`config.mk`:
```
export PLATFORM = sky130hd
export DESIGN_NAME = hpbp_fifo
export DESIGN_NICKNAME = d
export VERILOG_FILES = /design/src/rtl/hpbp_pkg.sv /design/src/rtl/hpbp_fifo.sv
export SDC_FILE = /design/constraint.sdc
export NUM_CORES = 1
export LEC_CHECK = 0
export ABC_AREA = 1
export BUFFER_PORTS_ARGS = -buffer_cell sky130_fd_sc_hd__clkbuf_2
export CORE_AREA = 2 2 309 311
export DETAILED_ROUTE_END_ITERATION = 6
export DIE_AREA = 0 0 311 313
export GPL_TIMING_DRIVEN = 0
export SYNTH_ARGS = -nofsm -noshare
export SYNTH_HDL_FRONTEND = slang
export SYNTH_SLANG_ARGS = --single-unit
export TNS_END_PERCENT = 30
```
`constraint.sdc`:
```
create_clock -name clk -period 45.1 [get_ports clk]
set_input_delay 11.275 -clock clk [delete_from_list [all_inputs] [get_ports clk]]
set_output_delay 11.275 -clock clk [all_outputs]
set_load 0.02 [all_outputs]
```
`src/rtl/hpbp_pkg.sv`:
```
`timescale 1ns / 1ps

package hpbp_pkg;

	localparam int COORD_W   = 32;
	localparam int DIFF_W    = COORD_W + 1;
	localparam int SCALE_W   = 22;
	localparam int FRAC_UNIT = 30;
	localparam int UNIT_W    = FRAC_UNIT + 2;
	localparam int ROOT_W    = FRAC_UNIT + 1;
	localparam int SUM_W     = UNIT_W + 1;

	localparam logic [0:0] REG_BIS_SCALE = 1'b0;
	localparam logic [0:0] REG_NRM_SCALE = 1'b1;

	localparam logic [SCALE_W-1:0] BIS_SCALE_RST = SCALE_W'(65536);
	localparam logic [SCALE_W-1:0] NRM_SCALE_RST = '0;

	localparam logic signed [COORD_W+1:0] POS_MAX = {3'b000, {(COORD_W-1){1'b1}}};
	localparam logic signed [COORD_W+1:0] NEG_MIN = {3'b111, {(COORD_W-1){1'b0}}};

	typedef struct packed {
		logic signed [COORD_W-1:0] first_x;
		logic signed [COORD_W-1:0] first_y;
		logic signed [COORD_W-1:0] first_z;
		logic signed [COORD_W-1:0] centre_x;
		logic signed [COORD_W-1:0] centre_y;
		logic signed [COORD_W-1:0] centre_z;
		logic signed [COORD_W-1:0] third_x;
		logic signed [COORD_W-1:0] third_y;
		logic signed [COORD_W-1:0] third_z;
	} item_t;

	typedef struct packed {
		logic signed [COORD_W-1:0] minus_x;
		logic signed [COORD_W-1:0] minus_y;
		logic signed [COORD_W-1:0] minus_z;
		logic signed [COORD_W-1:0] plus_x;
		logic signed [COORD_W-1:0] plus_y;
		logic signed [COORD_W-1:0] plus_z;
		logic                      degenerate;
	} result_t;

	typedef struct packed {
		logic [2:0][DIFF_W-1:0]  d1;
		logic [2:0][DIFF_W-1:0]  d3;
		logic [2:0][DIFF_W-1:0]  d13;
		logic [2:0][COORD_W-1:0] b;
	} diff_t;

	// round Q.60-style product down by 30 bits, nearest, ties away from zero
	function automatic logic signed [34:0] rnd_q30(input logic signed [63:0] x);
		logic [63:0] m;
		logic [33:0] r;
		m = x[63] ? 64'(-x) : 64'(x);
		r = 34'((m + (64'd1 << (FRAC_UNIT - 1))) >> FRAC_UNIT);
		return x[63] ? -$signed({1'b0, r}) : $signed({1'b0, r});
	endfunction

	function automatic logic [COORD_W-1:0] sat_coord(input logic signed [COORD_W+1:0] x);
		logic signed [COORD_W+1:0] y;
		y = x;
		if (x > POS_MAX) y = POS_MAX;
		if (x < NEG_MIN) y = NEG_MIN;
		return y[COORD_W-1:0];
	endfunction

endpackage

```
`src/rtl/hpbp_fifo.sv`:
```
`timescale 1ns / 1ps

module hpbp_fifo (
	input  logic            clk,
	input  logic            arst_n,
	input  logic            push,
	input  hpbp_pkg::diff_t push_data,
	output logic            pop,
	output hpbp_pkg::diff_t pop_data,
	output logic            full
);

	logic [1:0]      cnt_q;
	logic            wr_q;
	logic            rd_q;
	hpbp_pkg::diff_t mem_q [2];

	// back end never stalls: drain a beat whenever one is held
	assign pop      = cnt_q != 2'd0;
	assign pop_data = mem_q[rd_q];
	assign full     = cnt_q == 2'd2;

	always_ff @(posedge clk or negedge arst_n) begin
		if (!arst_n) begin
			cnt_q <= '0;
			wr_q  <= 1'b0;
			rd_q  <= 1'b0;
		end else begin
			if (push) wr_q <= !wr_q;
			if (pop) rd_q <= !rd_q;
			cnt_q <= cnt_q + 2'(push) - 2'(pop);
		end
	end

	always_ff @(posedge clk) begin
		if (push) mem_q[wr_q] <= push_data;
	end

endmodule

```
==> results.ini <==
[outcome]
status=finished clean

[drt]
drtPass1Iterations=5
ant_nets=0
drc=0
vias=18240
wl_um=76740
wl_met1_um=27980
route.met2.wl_um=39000
met3WireLength_um=7000
drt_iter0_drc=963
top_layer=met5
via_per_inst=4.234
post_drt_wl_per_cell_um=17.81

[worst_setup_path]
arrival_ns=2.45
critPathSlowestCell=buf_2
cpMostUsedCell=nand2_1
max_stage_delay_ns=0.41
critPathLaunchType=flip-flop
crit_type=flip-flop to primary output
endpoint_kind=primary output
path_max_fanout=10
worstPathCellList=buf_6 > buf_4 > buf_2 > nand2_1 > nand2_1 > clkbuf_2
crit_required_ns=33.83

[cells_and_area]
multi_input_area_um2=4504
fin_nets=3363
syn_to_final_growth_pct=29.65
fillers=8884
seq_area_um2=23700
drive_gt1_frac=0.3322
layout_common_cells=nand2_1 (1185), clkbuf_2 (790), edfxtp_1 (786), clkbuf_16 (83)
final_common_cell=nand2_1

[min_path]
hp-class=flip-flop to flip-flop

[clock_network]
clkSlewWorstSetupHoldPaths_ns=0.06
post_cts_buffers=0
cts.repair.resized=0
cts_buffers=82
cts_buffer_depth=3
cts_sinks=790
insertion_delay_ns=0.64
tritoncts=done
clockRootBuffer=clkbuf_16
holdBufCountCts=0
cts.htree.levels=3

[logic_synthesis]
syn_inst=2075
syn-num-nets=2472
ys_warn_count=0
yosysSeqAreaShare=0.8194
ys_ff_latch=790
syn_avg_cell_area_um2=13.94
syn-cell-area_um2=28930
yosys.cell_types.count=13

[timing]
setup_viol=0
finalCritPeriodShare=0.3043
whs_ns=0.5476
hold_viol=0
slew_headroom=0.4858
setup_ws_ns=31.38
drv_slew=0
tightest_slew_ns=0.7713
finalClockSkew_ns=0.01267
timing.setup.tns_ns=0
max_freq_mhz=72.86
layout_min_cycle_time_ns=13.72
grt_setup_unrepaired=false

[floorplan]
start_util=0.3072
die_area_um2=97340
die_x_um=311
io_pins=791
dieHeight_um=313
coreArea_um2=94160
row_count=113

[placement]
dpl.hpwl_um=55630
portBuffers=790
gp_congestion=0.8040
dp_worst_setup_slack_ns=31.55

[grt]
grt_pass1_wl_um=110700
track_usage=0.1535
overflow=0
antenna_found_initial=15
grt_pass1_vias=17880
grt_max_degree=121

[job]
maxCapViolCount=0

[power_and_ir_drop]
power.leakage_nw=16.13
ir_drop_v=0.00003975
p_per_area_nw_per_um2=56.88

-- power breakdown --
| part | internal (mW) | switching (mW) | leakage [nW] |
|---|---|---|---|
| sequential | 0.971 | 0.0265 | 7.43 |
| clock | 0.377 | 0.279 | 1.28 |
| combinational | 0.133 | 0.346 | 7.43 |
| total | 1.48 | 0.651 | 16.1 |
-- registers in the layout, summed over array words and instances, names as in the netlist --
| register | count |
|---|---|
| cnt_q | 2 |
| mem_q | 786 |
| rd_q | 1 |
| wr_q | 1 |
-- metal layers --
| metal | track usage | vias up |
|---|---|---|
| li1 | - | 8862 |
| met1 | 0.1653 | 8579 |
| met2 | 0.2675 | 653 |
| met3 | 0.06140 | 134 |
| met4 | 0.06467 | 10 |
| met5 | 0 | - |
-- final cells by class --
type,count,area share
well taps,1265,0.04220
flip-flops and latches,790,0.6320
clock buffers,101,0.05745
plain buffers,87,0.01882
clock inverters,51,0.01274
repair buffers,807,0.1153
diodes,9,0.0006005
multi-input cells,1193,0.1201
inverters,5,0.0007673
-- worst paths after layout --
| kind | startpoint | end | slack, ns | depth (start not counted) |
|---|---|---|---|---|
| setup / recovery | rd_q$_DFFE_PN0P_ | pop_data[81] | 31.38 | 6 |
| hold reg to reg | wr_q$_DFFE_PN0P_ | wr_q$_DFFE_PN0P_ | 0.55 | 1 |
| hold / removal | wr_q$_DFFE_PN0P_ | wr_q$_DFFE_PN0P_ | 0.55 | 1 |
| min in group asynchronous | arst_n | cnt_q[0]$_DFF_PN0_ | 10.44 | 1 |
| max in group asynchronous | arst_n | cnt_q[1]$_DFF_PN0_ | 34.53 | 1 |
| setup reg to reg | wr_q$_DFFE_PN0P_ | mem_q[0][155]$_DFFE_PP_ | 42.59 | 6 |
-- metrics by stage --
step,power [mW],instance area (µm²),std cells,util
global route,2.232,37500,4307,0.3983
global placement,1.616,34460,4130,0.3660
CTS,2.165,37480,4299,0.3980
finish,2.133,37500,4308,0.3983
floorplan,1.365,28930,2075,-
detailed placement,1.502,34850,4147,0.3701
-- cell usage after synthesis --
master | instances | share of area
buf_6 | 42 | 0.016
buf_4 | 3 | 0.00078
buf_2 | 42 | 0.0073
o21ai_0 | 1 | 0.00017
ha_1 | 1 | 0.00043
inv_4 | 1 | 0.00022
edfxtp_1 | 786 | 0.82
xor2_1 | 1 | 0.00030
nand3b_1 | 1 | 0.00026
nor2_1 | 4 | 0.00052
dfrtp_1 | 4 | 0.0035
nand2_1 | 1185 | 0.15
inv_1 | 4 | 0.00052
-- kinds of logic after synthesis --
| kind of cell | synth area share |
|---|---|
| compound gates | 0.0001729 |
| xor+xnor | 0.0003028 |
| fa+ha+maj | 0.0004325 |
| buf+inv | 0.02513 |
| flops | 0.8194 |
| simple gates | 0.1545 |
-- critical path, delay by kind of cell (launching register included) --
kind                   cells  cell delay (ns)
buffers and inverters      4             1.09
and+or+nand+nor            2             0.37
DFF                        1             0.34
No activity file was read; power rests on OpenSTA's default activity.
