===== src/rtl/hpbp_pkg.sv =====
`timescale 1ns / 1ps

package hpbp_pkg;

	localparam int COORD_W   = 32;
	localparam int DIFF_W    = COORD_W + 1;
	localparam int SCALE_W   = 22;
	localparam int FRAC_UNIT = 30;
	localparam int UNIT_W    = FRAC_UNIT + 2;
	localparam int ROOT_W    = FRAC_UNIT + 1;
	localparam int SUM_W     = UNIT_W + 1;

	localparam logic [0:0] REG_BIS_SCALE = 1'b0;
	localparam logic [0:0] REG_NRM_SCALE = 1'b1;

	localparam logic [SCALE_W-1:0] BIS_SCALE_RST = SCALE_W'(65536);
	localparam logic [SCALE_W-1:0] NRM_SCALE_RST = '0;

	localparam logic signed [COORD_W+1:0] POS_MAX = {3'b000, {(COORD_W-1){1'b1}}};
	localparam logic signed [COORD_W+1:0] NEG_MIN = {3'b111, {(COORD_W-1){1'b0}}};

	typedef struct packed {
		logic signed [COORD_W-1:0] first_x;
		logic signed [COORD_W-1:0] first_y;
		logic signed [COORD_W-1:0] first_z;
		logic signed [COORD_W-1:0] centre_x;
		logic signed [COORD_W-1:0] centre_y;
		logic signed [COORD_W-1:0] centre_z;
		logic signed [COORD_W-1:0] third_x;
		logic signed [COORD_W-1:0] third_y;
		logic signed [COORD_W-1:0] third_z;
	} item_t;

	typedef struct packed {
		logic signed [COORD_W-1:0] minus_x;
		logic signed [COORD_W-1:0] minus_y;
		logic signed [COORD_W-1:0] minus_z;
		logic signed [COORD_W-1:0] plus_x;
		logic signed [COORD_W-1:0] plus_y;
		logic signed [COORD_W-1:0] plus_z;
		logic                      degenerate;
	} result_t;

	typedef struct packed {
		logic [2:0][DIFF_W-1:0]  d1;
		logic [2:0][DIFF_W-1:0]  d3;
		logic [2:0][DIFF_W-1:0]  d13;
		logic [2:0][COORD_W-1:0] b;
	} diff_t;

	// round Q.60-style product down by 30 bits, nearest, ties away from zero
	function automatic logic signed [34:0] rnd_q30(input logic signed [63:0] x);
		logic [63:0] m;
		logic [33:0] r;
		m = x[63] ? 64'(-x) : 64'(x);
		r = 34'((m + (64'd1 << (FRAC_UNIT - 1))) >> FRAC_UNIT);
		return x[63] ? -$signed({1'b0, r}) : $signed({1'b0, r});
	endfunction

	function automatic logic [COORD_W-1:0] sat_coord(input logic signed [COORD_W+1:0] x);
		logic signed [COORD_W+1:0] y;
		y = x;
		if (x > POS_MAX) y = POS_MAX;
		if (x < NEG_MIN) y = NEG_MIN;
		return y[COORD_W-1:0];
	endfunction

endpackage


===== src/rtl/hpbp_front.sv =====
`timescale 1ns / 1ps

module hpbp_front (
	input  logic            clk,
	input  logic            arst_n,
	input  logic            start,
	input  logic            busy,
	input  hpbp_pkg::item_t item,
	output logic            vld_s1,
	output hpbp_pkg::diff_t diff_s1
);

	localparam int DW = hpbp_pkg::DIFF_W;

	logic [2:0][hpbp_pkg::COORD_W-1:0] a_w, b_w, c_w;

	assign a_w = {item.first_z, item.first_y, item.first_x};
	assign b_w = {item.centre_z, item.centre_y, item.centre_x};
	assign c_w = {item.third_z, item.third_y, item.third_x};

	always_ff @(posedge clk or negedge arst_n) begin
		if (!arst_n) begin
			vld_s1 <= 1'b0;
		end else begin
			vld_s1 <= start && !busy;
		end
	end

	// take the three differences exactly, one bit wider than a coordinate
	always_ff @(posedge clk) begin
		for (int i = 0; i < 3; i++) begin
			diff_s1.d1[i]  <= DW'($signed(b_w[i])) - DW'($signed(a_w[i]));
			diff_s1.d3[i]  <= DW'($signed(b_w[i])) - DW'($signed(c_w[i]));
			diff_s1.d13[i] <= DW'($signed(c_w[i])) - DW'($signed(a_w[i]));
		end
		diff_s1.b <= b_w;
	end

endmodule


===== config.mk =====
export PLATFORM = sky130hd
export DESIGN_NAME = hpbp_front
export DESIGN_NICKNAME = d
export VERILOG_FILES = /design/src/rtl/hpbp_pkg.sv /design/src/rtl/hpbp_front.sv
export SDC_FILE = /design/constraint.sdc
export NUM_CORES = 1
export LEC_CHECK = 0
export ABC_AREA = 1
export BUFFER_PORTS_ARGS = -buffer_cell sky130_fd_sc_hd__buf_4
export CAP_MARGIN = 30
export CORE_MARGIN = 3
export CORE_UTILIZATION = 35
export CTS_CLUSTER_SIZE = 8
export DETAILED_ROUTE_END_ITERATION = 7
export PLACE_DENSITY = 0.62
export SLEW_MARGIN = 10
export SYNTH_ARGS = -nofsm -noshare
export SYNTH_HDL_FRONTEND = slang
export SYNTH_SLANG_ARGS = --single-unit

===== constraint.sdc =====
create_clock -name clk -period 0.8 [get_ports clk]
set_input_delay 0.04 -clock clk [delete_from_list [all_inputs] [get_ports clk]]
set_output_delay 0.04 -clock clk [all_outputs]
set_load 0.02 [all_outputs]

==> metrics, run 1 <==
CP endpoint kind=output port; final hold slack=-499 ps; CP max stage cell=dfxtp_4; hpwl dp=112,000 µm; Antenna Violating Nets Remaining=0; Buffers & Inverters on Critical Path=1; Reg clk slew, reported paths=50 ps; Post-Route WL=140,000 µm; maximum root-to-sink buffer count=3; min Tclk post-route=1230 ps; sinks on the clock net=394; CP Data Required Time=760 ps; vias per inst=4.59; global route overflow=0; top cells by area, synth=nand2_1 (27%), dfxtp_1 (26%), inv_1 (16%); first drt pass iteration count=6; Starting Density=35.6%; CTS tree=yes; Worst setup SP type=flop; Mean Syn Cell Area=5.77 µm²; P&R area growth vs syn=81.7%; share of cells above drive strength 1=44.8%; area of the multi-input gates=24,600 µm²; post-synthesis register bit count=394; part of the cycle the worst path needs=153%; drc violations=0; I/O pin count=686; register area=8450 µm²; Root Buffer=clkbuf_16; overall global routing resource usage=29.2%; CP Cell Sequence=buf_8; Worst Tran Pin Value=322 ps; CP Data Arrival Time=1190 ps; Hold Crit Depth=1; final cell count without fillers=8,111; status=finished with violations; Die Wd=302 µm; failing checks=hold timing, setup timing; CTS H-tree lvls=2; Max FO, Critical Path=1; Final setup viols=605; Hold Path Class=input port to flop; RSZ-0062 raised after global routing=true; mapped cell area=30,700 µm²; syn nets=5,903; core area=86,100 µm²; fillers=7,415; Cells after Synth=5,314; final worst slack=-428 ps; post-synth top area cell=nand2_1; # rows=107; hold-critical path endpoint=diff_s1[64]$_DFF_P_; pwr dens=1680 nW/µm²; library cells used by synthesis=23; DP Area=45,200 µm²; Adder-Cell Fraction of Synth Area=12.3%; final hold vios=99; Synth top area share=27.3%; DR vias=37,224; mux cell area share after synthesis=0%; initial antenna violation count=10; DIE AREA=91,300 µm²; max-cap check violation count=0; Placer Congestion=0.986; post-synthesis xor/xnor area fraction=3.85%; Static Leak=30.7 nW; setup TNS=-150,530 ps; DR WL/cell=17.2 µm; Slew Viols, Final=0; Slew HR=78.4%; final net count=7,525; first-pass GRT wire length=205,000 µm; kind of critical path=flop to output port; sequential area share after synthesis=25.7%; port bufs=685; critical path's top delay family=flip-flops; Peak Freq=814 MHz; cts bufs inserted=58; combinational family with the most area after synthesis=simple AND/OR/NAND/NOR gates; die height=302 µm; Crit path largest cell delay=410 ps; synth warn=0; Iter 0 DRT Violations=2,122; Synth Area in Compound Gates=3.51%; simple-gate share of the synthesized area=38.3%; worst hold start=item[96]; largest net degree at the start of global routing=16; post-route cell area=55,800 µm²; placed insts=7,706; vias in the first global route=36,709; total power=93.6 mW; Max IR drop VDD=1.75 mV
-- worst max-delay path by stage --
| stage | cells past startpoint | startpoint | slack [ps] | end |
|---|---|---|---|---|
| floorplan | 13 | item[96] | -540 | diff_s1[293]$_DFF_P_ |
| global placement | 14 | item[96] | -960 | diff_s1[285]$_DFF_P_ |
| detailed placement | 13 | item[96] | -990 | diff_s1[277]$_DFF_P_ |
| CTS | 1 | diff_s1[181]$_DFF_P_ | -480 | diff_s1[181] |
| global route | 1 | diff_s1[181]$_DFF_P_ | -460 | diff_s1[181] |
| finish | 1 | diff_s1[182]$_DFF_P_ | -430 | diff_s1[182] |
-- Yosys cell counts --
library cell	count
xnor2_1	19
nor2_1	372
or2_1	10
a21oi_1	181
nand3_2	11
nand4_1	36
xor2_1	116
ha_1	288
inv_1	1324
buf_4	4
a21oi_2	4
dfxtp_1	393
a21o_1	9
nand2_2	54
dfrtp_1	1
nand3_1	200
o21bai_1	9
buf_6	1
and2_1	18
fa_1	9
nor2_2	2
nor3_1	18
nand2_1	2235
-- cell families (layout without fill, tap and decap cells) --
group,Yosys count,after routing
buf+inv,1329,2973
flops,394,394
xor+xnor,135,135
simple gates,2956,2956
other cells,0,9
compound gates,203,203
fa+ha+maj,297,297
-- through the flow --
stage          util (%)  hold WS, ps  worst slack (ps)
2_1_floorplan         -         -256              -541
3_3_place_gp       52.6         -184              -961
3_5_place_dp       52.6         -182              -989
4_1_cts            62.4         -547              -484
5_1_grt            64.8         -533              -465
6_report           64.8         -499              -428
-- state kept, by name, indices dropped and copies added (netlist names) --
name and count:
diff_s1 393, vld_s1 1
-- layer usage --
layer  vias up  part of all wire, %  track usage, %
li1      18854                    -               -
met1     16963                   42            36.3
met2      1119                   48            50.1
met3       288                  5.9            4.50
met4         0                  4.7            12.4
met5         -                    0               0
-- cell type report --
class | count | area share (%)
multi-input combinational | 3591 | 44.1
inverter | 1324 | 9.56
clock inverter | 3 | 0.0651
clock buffer | 79 | 2.89
timing repair buffer | 1567 | 25.7
tap | 1144 | 2.57
antenna | 9 | 0.0404
sequential | 394 | 15.1
-- what timing repair did --
item | CTS | global route
endpoints found under the hold margin | 367 | 117
endpoints found under the setup margin | 546 | 632
resized for setup | 1406 | 463
pin swaps | 270 | 233
hold buffers | 253 | 18
buffers inserted | 30 | 24
-- where the power goes --
part | total [mW] | internal [mW] | switching [mW]
Sequential | 26.0 | 23.8 | 2.26
Clock | 23.8 | 13.7 | 10.0
Combinational | 43.8 | 20.5 | 23.3
Total | 93.6 | 58.0 | 35.6
-- cells in the final DEF (no fill, tap or decap), drive strengths merged --
| cell | n |
|---|---|
| nand4 | 36 |
| inv | 1275 |
| clkbuf | 79 |
| nand3 | 211 |
| dlygate4sd3 | 250 |
| and2 | 18 |
| dlymetal6s4s | 5 |
| clkinvlp | 52 |
| nor3 | 18 |
| dlymetal6s2s | 8 |
| o21bai | 9 |
| dfrtp | 1 |
| nand2 | 2289 |
| ha | 288 |
| dfxtp | 393 |
| xor2 | 116 |
| or2 | 10 |
| fa | 9 |
| xnor2 | 19 |
| a21oi | 185 |
| diode | 9 |
| nor2 | 374 |
| buf | 1304 |
| a21o | 9 |
No activity file was read; power rests on OpenSTA's default activity.
==> run 2: changes to the inputs <==
Settings changed: GPL_TIMING_DRIVEN set to 1.
Clock period 0.8 ns to 1.34 ns, I/O delays scaled along.
==> metrics, run 2 (synthesized netlist as in run 1, its figures left out) <==
status=finished with violations; drc violations=0 (unchanged); Reg with most FFs=diff_s1; core area=86,100 µm² (unchanged); most common cell after layout, fill and taps aside=nand2_1; max reg flops=393 (unchanged); largest net degree at the start of global routing=15 (-1); setup TNS=0 ps (+150,530 ps); kind of critical path=flop to output port; hold-critical path endpoint=diff_s1[61]$_DFF_P_; Buffers & Inverters on Critical Path=1 (unchanged); fillers=8,717 (+18%); final net count=7,455 (-0.93%); Hold Path Class=input port to flop; total power=49.1 mW (-48%); DR WL/cell=16.5 µm (-4.2%); Die Wd=302 µm (unchanged); Slew Viols, Final=0 (unchanged); largest registers=diff_s1 (393), vld_s1 (1); Starting Density=35.6% (unchanged); area of the multi-input gates=18,200 µm² (-26%); cts bufs inserted=57 (-1.7%); Static Leak=28.8 nW (-6.2%); hpwl dp=113,000 µm (+0.68%); critical path's top delay family=flip-flops; Sw Ratio=37.7% (-0.36 points); maximum root-to-sink buffer count=3 (unchanged); CP max stage cell=dfxtp_1; I/O pin count=686 (unchanged); vias per inst=4.51 (-1.8%); vias in the first global route=35,396 (-3.6%); Clock power frac=27.4% (+2.0 points); combinational power share=42.3% (-4.5 points); Antenna Violating Nets Remaining=0 (unchanged); DP Area=41,600 µm² (-8.1%); Max IR drop VDD=0.972 mV (-44%); final hold slack=-399 ps (+99.5 ps); DP Worst Slack=-450 ps (+539 ps); Root Buffer=clkbuf_16; min Tclk post-route=1320 ps; worst hold start=item[157]; RSZ-0062 raised after global routing=true; pwr dens=1060 nW/µm² (-37%); Crit path largest cell delay=430 ps (+20 ps); CTS H-tree lvls=2 (unchanged); post-route cell area=46,200 µm² (-17%); CP Data Required Time=1270 ps (+510 ps); register area=7920 µm² (-6.2%); final hold vios=4 (-96%); failing checks=hold timing; Peak Freq=755 MHz; part of the cycle the worst path needs=98.9%; CTS tree=yes; sinks on the clock net=394 (unchanged); Max FO, Critical Path=1 (unchanged); Net Sw Power=18.5 mW (-48%); CP Cell Sequence=buf_4; port bufs=685 (unchanged); Post-Route WL=133,000 µm (-5.1%); # rows=107 (unchanged); overall global routing resource usage=28.1% (-1.1 points); Hold Crit Depth=1 (unchanged); Slew HR=76.6% (-1.9 points); number of post-CTS setup repair buffers=0 (-100%); initial antenna violation count=7 (-3); Reg clk slew, reported paths=60 ps (about the same); global route overflow=0 (unchanged); Final setup viols=0 (-100%); final worst slack=15.3 ps (+443 ps); P&R area growth vs syn=50.4%; DIE AREA=91,300 µm² (unchanged); Cell Int Power=30.6 mW (-47%); first drt pass iteration count=6 (unchanged); Worst Tran Pin Value=351 ps (+28.5 ps); DR vias=36,190 (-2.8%); most frequent cells in the layout=nand2_1 (2,229), inv_1 (1,308), buf_4 (1,227); first-pass GRT wire length=196,000 µm (-4.3%); Placer Congestion=1.01 (+2.0%); Iter 0 DRT Violations=2,177 (+2.6%); share of cells above drive strength 1=21.5% (-23 points); max-cap check violation count=0 (unchanged); die height=302 µm (unchanged); Flop pwr share=30.2% (+2.4 points); CP Data Arrival Time=1260 ps (+70 ps); CP endpoint kind=output port; Worst setup SP type=flop
[run 2: how the worst max path moves through the flow]
stage | from | endpoint | cells past startpoint
final | diff_s1[251]$_DFF_P_ | diff_s1[251] | 1
after global routing | item[188] | diff_s1[224]$_DFF_P_ | 10
after CTS | vld_s1$_DFF_PN0_ | vld_s1 | 1
after detailed placement | item[160] | diff_s1[326]$_DFF_P_ | 14
after global placement | item[160] | diff_s1[326]$_DFF_P_ | 14
after floorplan | item[96] | diff_s1[293]$_DFF_P_ | 13
[run 2: cell type report]
class / instances / share of cell area, %
Clock buffer: 73 / 3.33
Tap cell: 1144 / 3.10
Clock inverter: 2 / 0.0515
Multi-Input combinational cell: 3591 / 39.5
Inverter: 1324 / 10.9
Antenna cell: 6 / 0.0325
Timing Repair Buffer: 1498 / 26.0
Sequential cell: 394 / 17.2
[run 2: stage by stage]
stage	cells	util [%]
2_1_floorplan	5314	-
3_3_place_gp	7687	48.3
3_5_place_dp	7687	48.3
4_1_cts	8026	53.2
5_1_grt	8031	53.6
6_report	8032	53.6
[run 2: timing repair]
action / in CTS / in global routing
setup endpoints to repair: 21 / 40
pin swaps: 0 / 2
gates resized for setup: 22 / 61
hold buffers: 264 / 1
endpoints found under the hold margin: 269 / 5
[run 2: per-layer routing]
| metal | GRT usage [%] | vias to the layer above | share of wire (%) |
|---|---|---|---|
| met5 | 0 | - | 0 |
| met4 | 11.8 | 0 | 4.8 |
| met3 | 5.38 | 234 | 6.7 |
| met2 | 48.6 | 1093 | 47 |
| met1 | 34.1 | 16155 | 42 |
| li1 | - | 18708 | - |
[run 2: power by group through the flow]
stage / Clock, mW / Combinational [mW] / Sequential [mW]
2_1_floorplan: 0 / 7.57 / 17.0
3_3_place_gp: 0 / 19.5 / 15.1
3_5_place_dp: 0 / 19.6 / 15.0
4_1_cts: 13.8 / 20.6 / 14.9
5_1_grt: 14.2 / 22.7 / 14.9
6_report: 13.5 / 20.8 / 14.8
==> run 3: changes to the inputs <==
Settings changed: ABC_AREA 1 to not set, CORE_AREA set to 3 3 269 271, CORE_MARGIN 3 to not set, CORE_UTILIZATION 35 to not set, DIE_AREA set to 0 0 272 274, PLACE_DENSITY 0.62 to 0.61.
==> metrics, run 3 <==
first drt pass iteration count=7 (+1); Net Sw Power=17.7 mW (-4.5%); drc violations=0 (unchanged); I/O pin count=686 (unchanged); Worst Tran Pin Value=594 ps (+243 ps); post-synthesis xor/xnor area fraction=8.97% (+5.1 points); Root Buffer=clkbuf_16; syn nets=3,239 (-45%); pwr dens=1100 nW/µm² (+3.8%); final cell count without fillers=5,616 (-30%); Mean Syn Cell Area=8.70 µm² (+51%); share of cells above drive strength 1=49.2% (+28 points); DIE AREA=74,500 µm² (-18%); Cell Int Power=33.3 mW (+8.8%); final worst slack=-731 ps (-746 ps); commonest cells in the netlist=dfxtp_1 (393), ha_1 (288), inv_1 (269); global route overflow=0 (unchanged); RSZ-0062 raised after global routing=true; synth warn=0 (unchanged); Post-Route WL=104,000 µm (-22%); Antenna Violating Nets Remaining=0 (unchanged); sinks on the clock net=394 (unchanged); register area=7890 µm² (-0.35%); min Tclk post-route=2070 ps (+746 ps); Synth Area in Compound Gates=21.8% (+18 points); mux cell area share after synthesis=0.174% (+0.17 points); combinational power share=45.0% (+2.7 points); simple-gate share of the synthesized area=13.4% (-25 points); Flop pwr share=29.0% (-1.2 points); CP Data Arrival Time=2560 ps (+1300 ps); Sw Ratio=34.7% (-3.0 points); Peak Freq=483 MHz (-36%); post-synth top area cell=dfxtp_1; die height=274 µm (-9.3%); fillers=5,347 (-39%); mapped cell area=23,000 µm² (-25%); port bufs=685 (unchanged); DP Area=37,500 µm² (-9.9%); failing checks=hold timing, setup timing; P&R area growth vs syn=100%; kind of critical path=input port to flop; final hold vios=2 (-2); max reg flops=393 (unchanged); Hold Path Class=input port to flop; Final setup viols=196 (+196); combinational family with the most area after synthesis=compound AO/OA/AOI/OAI gates; final hold slack=-26.1 ps (+373 ps); core area=70,000 µm² (-19%); Slew HR=60.0% (-17 points); hpwl dp=76,500 µm (-32%); Reg with most FFs=diff_s1; CTS tree=yes; Placer Congestion=0.927 (-7.7%); initial antenna violation count=7 (unchanged); status=finished with violations; total power=50.9 mW (+3.8%); DR WL/cell=18.5 µm (+12%); Max IR drop VDD=1.03 mV (+6.4%); placed insts=5,087 (-34%); part of the cycle the worst path needs=155% (+56 points); vias in the first global route=27,959 (-21%); Iter 0 DRT Violations=1,227 (-44%); maximum root-to-sink buffer count=3 (unchanged); CP Data Required Time=1830 ps (+560 ps); library cells used by synthesis=84 (+270%); DR vias=27,426 (-24%); Synth top area share=34.1% (+6.8 points); top cells by area, synth=dfxtp_1 (34%), ha_1 (16%), xnor2_1 (5.8%); Adder-Cell Fraction of Synth Area=16.4% (+4.1 points); Cells after Synth=2,650 (-50%); sequential area share after synthesis=34.2% (+8.5 points); overall global routing resource usage=25.8% (-2.4 points); ys async rst share=0.254% (unchanged); post-route cell area=46,200 µm² (about the same); first-pass GRT wire length=154,000 µm (-22%); Reg clk slew, reported paths=50 ps (about the same); DP Worst Slack=-1500 ps (-1050 ps); Max FO, Critical Path=2 (+1); Starting Density=32.9% (-2.7 points); final net count=5,248 (-30%); vias per inst=4.88 (+8.4%); most common cell in the synthesized netlist=dfxtp_1; cts bufs inserted=56 (-1.8%); most frequent cells in the layout=buf_4 (1,513), dfxtp_1 (393), dlygate4sd3_1 (315); largest net degree at the start of global routing=15 (unchanged); Worst setup SP type=input port; ys flop type=dfxtp_1; # rows=97 (-9.3%); Slew Viols, Final=0 (unchanged); setup TNS=-69,050 ps (-69,050 ps); most common cell after layout, fill and taps aside=buf_4; CP endpoint kind=flop; CTS H-tree lvls=2 (unchanged); Static Leak=22.3 nW (-22%); post-synthesis register bit count=394 (unchanged); Die Wd=272 µm (-10%); Clock power frac=26.0% (-1.4 points); max-cap check violation count=0 (unchanged); number of flops mapped to enable cells by yosys=0 (unchanged); area of the multi-input gates=17,800 µm² (-2.5%); largest registers=diff_s1 (393), vld_s1 (1)
-- run 3: cell types whose count changed after synthesis, moves of 123 or more --
| cell | delta |
|---|---|
| nand2_1 | -2065 |
| nor2_1 | -203 |
| inv_1 | -1055 |
| nand3_1 | -143 |
| o21ai_0 | +123 |
| xnor2_1 | +134 |
-- run 3: path summary, 6_finish.rpt --
| path | start | to | cells after the start | slack [ps] |
|---|---|---|---|---|
| worst max-delay path | item[262] | diff_s1[325]$_DFF_P_ | 12 | -730 |
| worst min-delay path | item[1] | diff_s1[165]$_DFF_P_ | 4 | -30 |
| max in group asynchronous | arst_n | vld_s1$_DFF_PN0_ | 3 | 800 |
| min in group asynchronous | arst_n | vld_s1$_DFF_PN0_ | 3 | 440 |
-- run 3: cells by family (layout without fill, tap and decap cells) --
logic type	Yosys count	after routing
flops	394	394
xor+xnor	236	236
compound gates	770	770
buf+inv	308	2327
other cells	0	7
simple gates	641	641
mux	4	4
fa+ha+maj	297	297
-- run 3: stage by stage --
| step | hold WS [ps] | util [%] |
|---|---|---|
| 6_report | -26.1 | 65.9 |
| 5_1_grt | -23.7 | 65.9 |
| 4_1_cts | -399 | 63.8 |
| 3_5_place_dp | -154 | 53.5 |
| 3_3_place_gp | -156 | 53.5 |
| 2_1_floorplan | -229 | - |
-- run 3: power groups by stage --
stage	Clock (mW)	Combinational (mW)	Sequential, mW
global placement	0	18.9	14.9
floorplan	0	6.97	17.3
global route	13.9	24.4	14.9
finish	13.2	22.9	14.8
CTS	13.5	21.7	14.7
detailed placement	0	19.1	14.9
-- run 3: per-layer routing --
metal | routed length, µm | track usage, % | share of wire [%] | vias to the layer above
met5 | 0 | 0 | 0 | -
met4 | 5950 | 13.0 | 5.7 | 0
met3 | 5310 | 3.62 | 5.1 | 259
met2 | 50900 | 45.3 | 49 | 846
met1 | 41600 | 30.7 | 40 | 12937
li1 | - | - | - | 13384
-- run 3: what timing repair did --
action	CTS	global route
hold endpoints to repair	315	8
resized for setup	395	220
hold buffers	323	5
endpoints found under the setup margin	184	213
pin swaps	246	225
buffers inserted	89	88
-- run 3: layout make-up --
type / count / share of cell area (%)
tap: 940 / 2.55
sequential: 394 / 17.1
antenna: 7 / 0.0379
multi-input combinational: 1948 / 38.5
clock buffer: 65 / 3.22
timing repair buffer: 1990 / 35.8
inverter: 269 / 2.77
clock inverter: 3 / 0.103
-- run 3: worst max-delay path, stage by stage --
cell and delay [ps]:
buf_12 100, inv_16 30, ha_4 160, or3_4 370, or3_4 340, o211a_4 260
o2111ai_4 270, nand3_2 130, o31a_1 310, a221oi_4 290, o21ai_2 80, xor2_1 150
